`config.mk`:
```
export PLATFORM = sky130hd
export DESIGN_NAME = caption_packet_deframer_unit
export DESIGN_NICKNAME = d
export VERILOG_FILES = /design/src/sv/cpd_pkg.sv /design/src/sv/cpd_datapath.sv /design/src/sv/cpd_controller.sv /design/src/sv/caption_packet_deframer_unit.sv
export SDC_FILE = /design/constraint.sdc
export NUM_CORES = 2
export LEC_CHECK = 0
export BUFFER_PORTS_ARGS = -buffer_cell sky130_fd_sc_hd__buf_2
export CAP_MARGIN = 20
export CORE_MARGIN = 5
export CORE_UTILIZATION = 40
export CTS_BUF_LIST = sky130_fd_sc_hd__clkbuf_8
export CTS_CLUSTER_DIAMETER = 100
export DETAILED_ROUTE_END_ITERATION = 6
export PLACE_DENSITY = 0.57
export RECOVER_POWER = 100
export SYNTH_ARGS = -nofsm -noshare
export SYNTH_HDL_FRONTEND = slang
export SYNTH_SLANG_ARGS = --single-unit
export TNS_END_PERCENT = 100
```
`constraint.sdc`:
```
create_clock -name clk_i -period 4.17 [get_ports clk_i]
set_input_delay 0.2085 -clock clk_i [delete_from_list [all_inputs] [get_ports clk_i]]
set_output_delay 0.2085 -clock clk_i [all_outputs]
set_load 0.005 [all_outputs]
```
`src/sv/cpd_pkg.sv`:
```
// Package for the caption packet deframer: payload structs, constants, ctl/dp link.
// No dependencies.
`timescale 1ns / 1ps
package cpd_pkg;

  localparam int unsigned MaxPairsDefault = 63;

  localparam logic [7:0] SYNC0   = 8'h96;
  localparam logic [7:0] SYNC1   = 8'h69;
  localparam logic [7:0] ID_TC   = 8'h71;
  localparam logic [7:0] ID_CC   = 8'h72;
  localparam logic [7:0] ID_SVC  = 8'h73;
  localparam logic [7:0] ID_FOOT = 8'h74;
  localparam logic [7:0] ID_PAD  = 8'hFF;
  localparam logic [7:0] ID_FUT0 = 8'h75;
  localparam logic [7:0] ID_FUT1 = 8'hEF;

  localparam logic [2:0] SEC_ID      = 3'd0;
  localparam logic [2:0] SEC_SKIP    = 3'd1;
  localparam logic [2:0] SEC_CCCOUNT = 3'd2;
  localparam logic [2:0] SEC_TRIPLET = 3'd3;
  localparam logic [2:0] SEC_SVCCNT  = 3'd4;
  localparam logic [2:0] SEC_FUTLEN  = 3'd5;
  localparam logic [2:0] SEC_DEAD    = 3'd6;

  localparam logic KIND_PAIR = 1'b0;
  localparam logic KIND_END  = 1'b1;

  typedef struct packed {
    logic [7:0] data_byte;
    logic       resync;
  } in_item_t;

  typedef struct packed {
    logic       record_kind;
    logic [1:0] channel;
    logic [1:0] pair_type;
    logic [7:0] pair_first;
    logic [7:0] pair_second;
    logic [3:0] rate_code;
    logic [7:0] packet_size;
    logic       sum_good;
    logic       pairs_lost;
    logic [7:0] shortest_seen;
    logic [7:0] longest_seen;
    logic       last;
  } out_item_t;

  // controller -> datapath
  typedef struct packed {
    logic take_byte;   // parse the accepted byte
    logic rd_start;    // start pair store read at index 0
    logic rd_next;     // advance read index
    logic load_pair;   // load output register from store read data
    logic load_end;    // load output register with end record
  } cmd_t;

  // datapath -> controller
  typedef struct packed {
    logic finish;      // byte just taken ended a packet
    logic good;        // packet of that end is good
    logic more_pairs;  // read index still below pair count
  } sts_t;

endpackage

```
`src/sv/cpd_datapath.sv`:
```
// Datapath: hunt, section parser, pair store, statistics and output register.
// Depends on cpd_pkg.
`timescale 1ns / 1ps
module cpd_datapath #(
  parameter int unsigned MaxPairs = cpd_pkg::MaxPairsDefault
) (
  input  logic                clk_i,
  input  logic                rst_ni,
  input  cpd_pkg::in_item_t   in_i,
  input  cpd_pkg::cmd_t       cmd_i,
  output cpd_pkg::sts_t       sts_o,
  output cpd_pkg::out_item_t  out_o
);
  localparam int unsigned IdxW = $clog2(MaxPairs);
  localparam int unsigned CntW = $clog2(MaxPairs + 1);
  localparam logic [CntW-1:0] CntMax = CntW'(MaxPairs);

  logic [1:0]  hunt_q, hunt_d;
  logic [7:0]  bidx_q, bidx_d, len_q, len_d, sum_q, sum_d, rem_q, rem_d;
  logic [2:0]  sec_q, sec_d, tflags_q, tflags_d;
  logic [1:0]  tph_q, tph_d;
  logic [7:0]  first_q, first_d;
  logic [CntW-1:0] cnt_q, cnt_d, rd_q, rd_addr;
  logic        ovf_q, ovf_d;
  logic [3:0]  rate_q, rate_d;
  logic [7:0]  min_q, min_d, max_q, max_d;
  logic        fin_q, fin_d, good_q, good_d;
  logic        wr_en;
  logic [17:0] wr_data, rd_data;
  logic [17:0] store [MaxPairs];

  logic [7:0] b;
  assign b = in_i.data_byte;

  always_comb begin
    logic [1:0] h;
    logic [7:0] nb;
    logic       fin;
    h = hunt_q; hunt_d = hunt_q; bidx_d = bidx_q; len_d = len_q; sum_d = sum_q;
    rem_d = rem_q; sec_d = sec_q; tflags_d = tflags_q; tph_d = tph_q;
    first_d = first_q; cnt_d = cnt_q; ovf_d = ovf_q; rate_d = rate_q;
    wr_en = 1'b0; wr_data = {tflags_q[1:0], first_q, b};
    fin = 1'b0; nb = bidx_q + 8'd1;
    if (cmd_i.take_byte) begin
      if (in_i.resync) h = 2'd0;
      unique case (h)
        2'd0: hunt_d = (b == cpd_pkg::SYNC0) ? 2'd1 : 2'd0;
        2'd1: begin
          if (b == cpd_pkg::SYNC1) hunt_d = 2'd2;
          else if (b != cpd_pkg::SYNC0) hunt_d = 2'd0;
          else hunt_d = 2'd1;
        end
        2'd2: begin
          len_d = b; sum_d = cpd_pkg::SYNC0 + cpd_pkg::SYNC1 + b; bidx_d = 8'd3;
          sec_d = cpd_pkg::SEC_ID; rem_d = '0; tph_d = '0; tflags_d = '0;
          first_d = '0; cnt_d = '0; ovf_d = 1'b0; rate_d = '0;
          if (b <= 8'd3) begin fin = 1'b1; hunt_d = 2'd0; end
          else hunt_d = 2'd3;
        end
        default: begin
          sum_d = sum_q + b;
          if (bidx_q == 8'd3) rate_d = b[7:4];
          else if (bidx_q >= 8'd7) begin
            unique case (sec_q)
              cpd_pkg::SEC_ID: begin
                if (b == cpd_pkg::ID_TC) begin rem_d = 8'd4; sec_d = cpd_pkg::SEC_SKIP; end
                else if (b == cpd_pkg::ID_CC) sec_d = cpd_pkg::SEC_CCCOUNT;
                else if (b == cpd_pkg::ID_SVC) sec_d = cpd_pkg::SEC_SVCCNT;
                else if (b == cpd_pkg::ID_FOOT) begin
                  rem_d = 8'd3; sec_d = cpd_pkg::SEC_SKIP;
                end
                else if (b == cpd_pkg::ID_PAD) sec_d = cpd_pkg::SEC_ID;
                else if (b >= cpd_pkg::ID_FUT0 && b <= cpd_pkg::ID_FUT1)
                  sec_d = cpd_pkg::SEC_FUTLEN;
                else sec_d = cpd_pkg::SEC_DEAD;
              end
              cpd_pkg::SEC_SKIP: begin
                rem_d = rem_q - 8'd1;
                if (rem_d == 8'd0) sec_d = cpd_pkg::SEC_ID;
              end
              cpd_pkg::SEC_CCCOUNT: begin
                rem_d = {3'd0, b[4:0]}; tph_d = '0;
                sec_d = (b[4:0] != 5'd0) ? cpd_pkg::SEC_TRIPLET : cpd_pkg::SEC_ID;
              end
              cpd_pkg::SEC_TRIPLET: begin
                if (tph_q == 2'd0) begin tflags_d = b[2:0]; tph_d = 2'd1; end
                else if (tph_q == 2'd1) begin first_d = b; tph_d = 2'd2; end
                else begin
                  if (tflags_q[2]) begin
                    if (cnt_q < CntMax) begin wr_en = 1'b1; cnt_d = cnt_q + 1'b1; end
                    else ovf_d = 1'b1;
                  end
                  tph_d = 2'd0; rem_d = rem_q - 8'd1;
                  if (rem_d == 8'd0) sec_d = cpd_pkg::SEC_ID;
                end
              end
              cpd_pkg::SEC_SVCCNT: begin
                rem_d = 8'({4'd0, b[3:0]} * 8'd7);
                sec_d = (b[3:0] != 4'd0) ? cpd_pkg::SEC_SKIP : cpd_pkg::SEC_ID;
              end
              cpd_pkg::SEC_FUTLEN: begin
                rem_d = b;
                sec_d = (b != 8'd0) ? cpd_pkg::SEC_SKIP : cpd_pkg::SEC_ID;
              end
              default: sec_d = cpd_pkg::SEC_DEAD;
            endcase
          end
          bidx_d = nb;
          if (nb >= len_q) begin fin = 1'b1; hunt_d = 2'd0; end
        end
      endcase
    end
    fin_d = fin;
    good_d = fin && (sum_d == 8'd0) && (len_d >= 8'd7);
    min_d = min_q; max_d = max_q;
    if (good_d) begin
      if (len_d < min_q) min_d = len_d;
      if (len_d > max_q) max_d = len_d;
    end
  end

  // read index of the next cycle; the store read runs one entry ahead
  always_comb begin
    if (cmd_i.rd_start) rd_addr = '0;
    else if (cmd_i.rd_next) rd_addr = rd_q + 1'b1;
    else rd_addr = rd_q;
  end

  always_ff @(posedge clk_i or negedge rst_ni) begin
    if (!rst_ni) begin
      hunt_q <= '0; bidx_q <= '0; len_q <= '0; sum_q <= '0; rem_q <= '0;
      sec_q <= cpd_pkg::SEC_ID; tph_q <= '0; tflags_q <= '0; first_q <= '0;
      cnt_q <= '0; ovf_q <= 1'b0; rate_q <= '0; min_q <= 8'hFF; max_q <= '0;
      fin_q <= 1'b0; good_q <= 1'b0; rd_q <= '0;
    end else begin
      hunt_q <= hunt_d; bidx_q <= bidx_d; len_q <= len_d; sum_q <= sum_d;
      rem_q <= rem_d; sec_q <= sec_d; tph_q <= tph_d; tflags_q <= tflags_d;
      first_q <= first_d; cnt_q <= cnt_d; ovf_q <= ovf_d; rate_q <= rate_d;
      min_q <= min_d; max_q <= max_d;
      fin_q <= fin_d;
      if (cmd_i.take_byte) good_q <= good_d;
      rd_q <= rd_addr;
    end
  end

  // pair store; rd_data holds the entry at rd_q
  always_ff @(posedge clk_i) begin
    if (wr_en) store[cnt_q[IdxW-1:0]] <= wr_data;
    rd_data <= store[rd_addr[IdxW-1:0]];
  end

  assign sts_o.finish = fin_q;
  assign sts_o.good = good_q;
  assign sts_o.more_pairs = rd_q < cnt_q;

  always_ff @(posedge clk_i) begin
    if (cmd_i.load_pair) begin
      out_o.record_kind <= cpd_pkg::KIND_PAIR;
      out_o.channel     <= (rd_data[17:16] == 2'd3) ? 2'd2 : rd_data[17:16];
      out_o.pair_type   <= rd_data[17:16];
      out_o.pair_first  <= rd_data[15:8];
      out_o.pair_second <= rd_data[7:0];
      out_o.last        <= 1'b0;
    end else if (cmd_i.load_end) begin
      out_o.record_kind <= cpd_pkg::KIND_END;
      out_o.channel     <= '0;
      out_o.pair_type   <= '0;
      out_o.pair_first  <= '0;
      out_o.pair_second <= '0;
      out_o.last        <= 1'b1;
    end
    if (cmd_i.load_pair || cmd_i.load_end) begin
      out_o.rate_code     <= rate_q;
      out_o.packet_size   <= len_q;
      out_o.sum_good      <= good_q;
      out_o.pairs_lost    <= ovf_q;
      out_o.shortest_seen <= min_q;
      out_o.longest_seen  <= max_q;
    end
  end
endmodule

```
`src/sv/cpd_controller.sv`:
```
// Controller: input handshake, release burst sequencing and output valid.
// Depends on cpd_pkg.
`timescale 1ns / 1ps
module cpd_controller (
  input  logic          clk_i,
  input  logic          rst_ni,
  input  logic          in_valid_i,
  output logic          in_ready_o,
  output logic          out_valid_o,
  input  logic          out_ready_i,
  input  cpd_pkg::sts_t sts_i,
  output cpd_pkg::cmd_t cmd_o
);
  localparam logic [1:0] ST_RUN  = 2'd0;  // taking bytes
  localparam logic [1:0] ST_CHK  = 2'd1;  // byte just taken; check for packet end
  localparam logic [1:0] ST_PAIR = 2'd2;  // store read in flight / pair to load
  localparam logic [1:0] ST_END  = 2'd3;  // end record pending

  logic [1:0] st_q, st_d;
  logic       ov_q, ov_d;
  logic       slot;

  // output register is free this cycle
  assign slot = !ov_q || out_ready_i;

  always_comb begin
    st_d = st_q; ov_d = ov_q && !out_ready_i;
    cmd_o = '0;
    in_ready_o = (st_q == ST_RUN);
    cmd_o.take_byte = in_valid_i && in_ready_o;
    unique case (st_q)
      ST_RUN: if (cmd_o.take_byte) st_d = ST_CHK;
      ST_CHK: begin
        cmd_o.rd_start = 1'b1;
        if (!sts_i.finish) st_d = ST_RUN;
        else if (sts_i.good) st_d = ST_PAIR;
        else st_d = ST_END;
      end
      ST_PAIR: begin
        if (!sts_i.more_pairs) st_d = ST_END;
        else if (slot) begin
          cmd_o.load_pair = 1'b1; cmd_o.rd_next = 1'b1; ov_d = 1'b1;
        end
      end
      default: begin
        if (slot) begin cmd_o.load_end = 1'b1; ov_d = 1'b1; st_d = ST_RUN; end
      end
    endcase
  end

  always_ff @(posedge clk_i or negedge rst_ni) begin
    if (!rst_ni) begin
      st_q <= ST_RUN; ov_q <= 1'b0;
    end else begin
      st_q <= st_d; ov_q <= ov_d;
    end
  end

  assign out_valid_o = ov_q;
endmodule

```
`src/sv/caption_packet_deframer_unit.sv`:
```
// Top level of the caption packet deframer: controller plus datapath.
// Depends on cpd_pkg, cpd_controller, cpd_datapath.
`timescale 1ns / 1ps
// Usage:
//   Input channel (in_valid_i/in_ready_o/in_data_i) carries one stream byte and
//   a resync flag per transfer. Output channel (out_valid_o/out_ready_i/out_data_o)
//   carries caption pair records and one end record per finished packet.
// Sequencing:
//   Each byte is parsed into the section state when taken; the controller then
//   checks whether the packet ended, and takes no new byte before that check.
//   At a good packet end, the buffered pairs pass one by one from the pair-store
//   read port into the output register, a last ST_PAIR step sees the store drained,
//   then the end record is loaded; input is held until then. A bad packet emits
//   only its end record and holds input until that record is loaded.
// Stall:
//   The single output register holds a record until it is taken; the release
//   sequencer waits, and input stays blocked until the end record is loaded.
// Reset:
//   Asynchronous, active low. Hunt restarts, statistics return to 255 / 0.
//   The pair store has no reset; only entries written in the current packet are read.
module caption_packet_deframer_unit #(
  parameter int unsigned MaxPairs = cpd_pkg::MaxPairsDefault
) (
  input  logic                clk_i,
  input  logic                rst_ni,
  input  logic                in_valid_i,
  output logic                in_ready_o,
  input  cpd_pkg::in_item_t   in_data_i,
  output logic                out_valid_o,
  input  logic                out_ready_i,
  output cpd_pkg::out_item_t  out_data_o
);
  cpd_pkg::cmd_t cmd;
  cpd_pkg::sts_t sts;

  cpd_controller u_ctl (
    .clk_i, .rst_ni, .in_valid_i, .in_ready_o, .out_valid_o, .out_ready_i,
    .sts_i(sts), .cmd_o(cmd)
  );

  cpd_datapath #(.MaxPairs(MaxPairs)) u_dp (
    .clk_i, .rst_ni, .in_i(in_data_i), .cmd_i(cmd), .sts_o(sts), .out_o(out_data_o)
  );
endmodule
```
==> flow_summary.json <==
{
  "syn_avg_cell_area_um2": 13.4,
  "start_util_pct": 40.2,
  "path_buf_inv": 3,
  "first_pass_iters": 5,
  "clockRootBuffer": "clkbuf_8",
  "slew_headroom_pct": -126,
  "final_area_um2": 60700,
  "maxCapViolations": 24,
  "grtUsageTotal_pct": 22.2,
  "crit_slowest_cell": "nor2_2",
  "synth_top_area_share_pct": 67.2,
  "pre_cts_slack_ns": -0.248,
  "arrival_ns": 4.85,
  "worst_slack_ns": 0.128,
  "syn-cell-area_um2": 52900,
  "path_delay_family": "simple AND/OR/NAND/NOR gates",
  "finalWirelength_mm": 158,
  "startpoint_type": "flop",
  "min-delay-start": "in_data_i[8]",
  "ys_types": 82,
  "power_density_nw_per_um2": 405,
  "syn2layout_area_growth_pct": 14.7,
  "synth-main-ff-cell": "edfxtp_1",
  "yosys_warnings": 0,
  "synth_edf_count": 1184,
  "ant_nets": 0,
  "hold_slack_ns": 0.321,
  "rows": 133,
  "crit_top_cell": "nand3_1",
  "dr_total_vias": 34753,
  "yosysTopAreaCell": "edfxtp_1",
  "crit_chain": "inv_1 -> ha_1 -> o211ai_1 -> or3_4 -> nand3_1 -> mux2i_4 -> inv_2 -> nor2_2 -> buf_4 -> nand3_1 -> a31oi_1 -> nor2_1 -> a211o_1",
  "cts.htree.levels": 4,
  "antenna_found_initial": 14,
  "place_congestion": 0.888,
  "finClkSkew_ns": 0.0581,
  "regToRegSetupSlack_ns": 0.13,
  "hold_depth": 2,
  "die-area_um2": 140000,
  "grt_overflow": 0,
  "ys_seq_elements": 1291,
  "min_path_type": "input port to flop",
  "die_x_um": 374,
  "nNetsFinal": 4349,
  "routedWlPerCell_um": 25.5,
  "drive_above_1_share_pct": 13.7,
  "reg2regPathDepth": 13,
  "r2r-end": "u_dp.rd_data[4]",
  "core-area_um2": 131000,
  "synthArstFlopShare_pct": 6.82,
  "status": "finished with violations",
  "path_clk_slew_ns": 0.06,
  "fin_crit_sh_pct": 96.9,
  "violations": "capacitance limit, slew limit",
  "slew_violations": 958,
  "crit_type": "flop to flop",
  "setup_viol": 0,
  "synthesis.nets": 4025,
  "dp.cells": 5797,
  "hold_violations": 0,
  "clkLatencyLatePin_ns": 0.93,
  "drt_iter0_markers": 3805,
  "ir_worst_vdd_mv": 0.332,
  "hpwl_mm": 96.1,
  "synth.top_cells.by_area": "edfxtp_1 67%, nand2_1 5.9%, dfrtp_1 3.8%, nand3_1 1.9%, and3_1 1.7%",
  "cts_buffers": 207,
  "ios": 67,
  "grt_pass1_wl_mm": 231,
  "holdPathEnd": "u_dp.store[35][7]",
  "grt_max_degree": 83,
  "placed_area_um2": 56900,
  "grt_pass1_vias": 33960,
  "worstSetupEndpointType": "flop",
  "slowest_delay_ns": 0.49,
  "cts_tree": "built",
  "numClockSinks": 1291,
  "instances_no_fill": 6204,
  "port_buffers": 66,
  "crit_fanout": 11,
  "r2r_start": "u_dp.cnt_q[1]",
  "worstPathRequired_ns": 4.98,
  "ys_seq_area_share_pct": 72.1,
  "via_per_inst": 5.60,
  "fin_crit_ns": 4.04,
  "max_freq_mhz": 247,
  "power_leakage_nw": 20.7,
  "synthCells": 3949,
  "die_y_um": 374,
  "worst_slew_pin_slew_ns": 3.39,
  "rsz0062_at_grt": "no",
  "drc": 0,
  "power_w": 0.0246,
  "cts_buffer_depth": 3
}
Yosys cell counts (all sizes together), types with 5 or more instances:
library cell / count
edfxtp: 1184
nand2: 834
nand3: 203
nor2: 162
and3: 141
buf: 133
clkbuf: 115
a211oi: 112
a21oi: 109
a31oi: 108
o21ai: 97
dfrtp: 80
mux2i: 79
a311oi: 70
inv: 65
ha: 58
nor3: 43
a32oi: 40
nor4: 32
o22ai: 29
nand2b: 20
dfxtp: 19
mux2: 19
a21o: 12
xnor2: 12
xor2: 12
nor2b: 11
a211o: 10
o211ai: 10
o311a: 9
or3: 9
dfstp: 8
o2111ai: 8
mux4: 7
a32o: 6
a221oi: 5
a22o: 5
fa: 5
nor3b: 5
o31ai: 5
o41ai: 5
per-stage QoR:
stage / TNS, ns / utilization [%]
2_1_floorplan: 0 / -
3_3_place_gp: -0.350 / 43.3
3_5_place_dp: -0.713 / 43.3
4_1_cts: 0 / 46.4
5_1_grt: 0 / 46.2
6_report: 0 / 46.2
flip-flops by register name, summed over array words and instances (netlist names), 2 cells and up:
name and flops:
u_ctl.st_q 2, u_dp.bidx_q 8, u_dp.cnt_q 6, u_dp.first_q 8, u_dp.hunt_q 2, u_dp.len_q 8
u_dp.max_q 8, u_dp.min_q 8, u_dp.out_o 51, u_dp.rate_q 4, u_dp.rd_data 18, u_dp.rd_q 6
u_dp.rem_q 8, u_dp.sec_q 3, u_dp.store 1134, u_dp.sum_q 8, u_dp.tflags_q 3, u_dp.tph_q 2
layer usage:
layer / wire, um / vias up / GRT usage, %
li1: - / 15553 / -
met1: 68100 / 17415 / 31.3
met2: 72500 / 1486 / 34.6
met3: 13000 / 293 / 4.87
met4: 4850 / 6 / 6.76
met5: 35 / - / 0
cells by family (layout without fill, tap and decap cells):
group	after synthesis	count (layout)	synth area share (%)
AOI/OAI and AO/OA	668	668	8.68
and+or+nand+nor	1485	1485	12.4
other	0	3	0
muxes	105	105	2.20
DFF	1291	1291	72.1
buffers and inverters	313	810	2.64
adders and majority gates	63	63	1.56
xor gates and xnor gates	24	24	0.411
cell type report:
type,count,area [um2]
Fill cell,11871,70800
Multi-Input combinational cell,2345,13600
Clock inverter,172,913
Clock buffer,210,2890
Tap cell,1755,2200
Timing Repair Buffer,363,2640
Antenna cell,3,7.51
Sequential cell,1291,38100
Inverter,65,262
worst max-delay path by stage:
stage,from,endpoint,slack [ns],cells past startpoint
5_1_grt,u_dp.hunt_q[1],u_dp.min_q[1],0.02,13
3_5_place_dp,u_dp.cnt_q[1],u_dp.rd_data[7],-0.25,14
4_1_cts,u_dp.cnt_q[1],u_dp.rd_data[11],0.002,14
2_1_floorplan,u_dp.hunt_q[0],u_dp.min_q[0],0.09,17
3_3_place_gp,u_dp.cnt_q[1],u_dp.rd_data[7],-0.18,14
6_report,u_dp.cnt_q[1],u_dp.rd_data[4],0.13,13
repair_timing:
action,in CTS,in global routing
pin swaps,0,1
cloned,0,1
hold buffers,19,0
setup endpoints to repair,7,33
resized for setup,8,10
hold endpoints to repair,384,0
setup buffers,0,1
where the power goes:
group	internal (W)	total [W]	leakage [nW]	switching [W]
Sequential	0.0140	0.0140	10.5	0.00000542
Combinational	0.0000896	0.000387	7.94	0.000297
Clock	0.00511	0.0102	2.23	0.00504
cell usage in the layout, fill, tap and decap left out, types with 12 or more instances in the layout:
cell type	count
nand3_1	202
a21oi_1	105
nor4_1	32
ha_1	58
dfrtp_1	80
mux2_2	19
nor2_2	40
inv_1	141
o21ai_0	96
nor3_1	41
nor2_1	120
and3_1	140
buf_4	150
dlygate4sd3_1	18
nand2b_1	20
nand2_1	834
a311oi_1	70
clkinv_1	55
edfxtp_1	1184
mux2i_1	77
dfxtp_1	19
buf_2	19
buf_12	27
clkbuf_8	210
a211oi_1	112
o22ai_1	23
a32oi_1	40
xor2_1	12
clkbuf_1	86
clkinv_2	20
clkbuf_2	57
a31oi_1	107
Note: power is estimated with default switching activity, not from simulation.
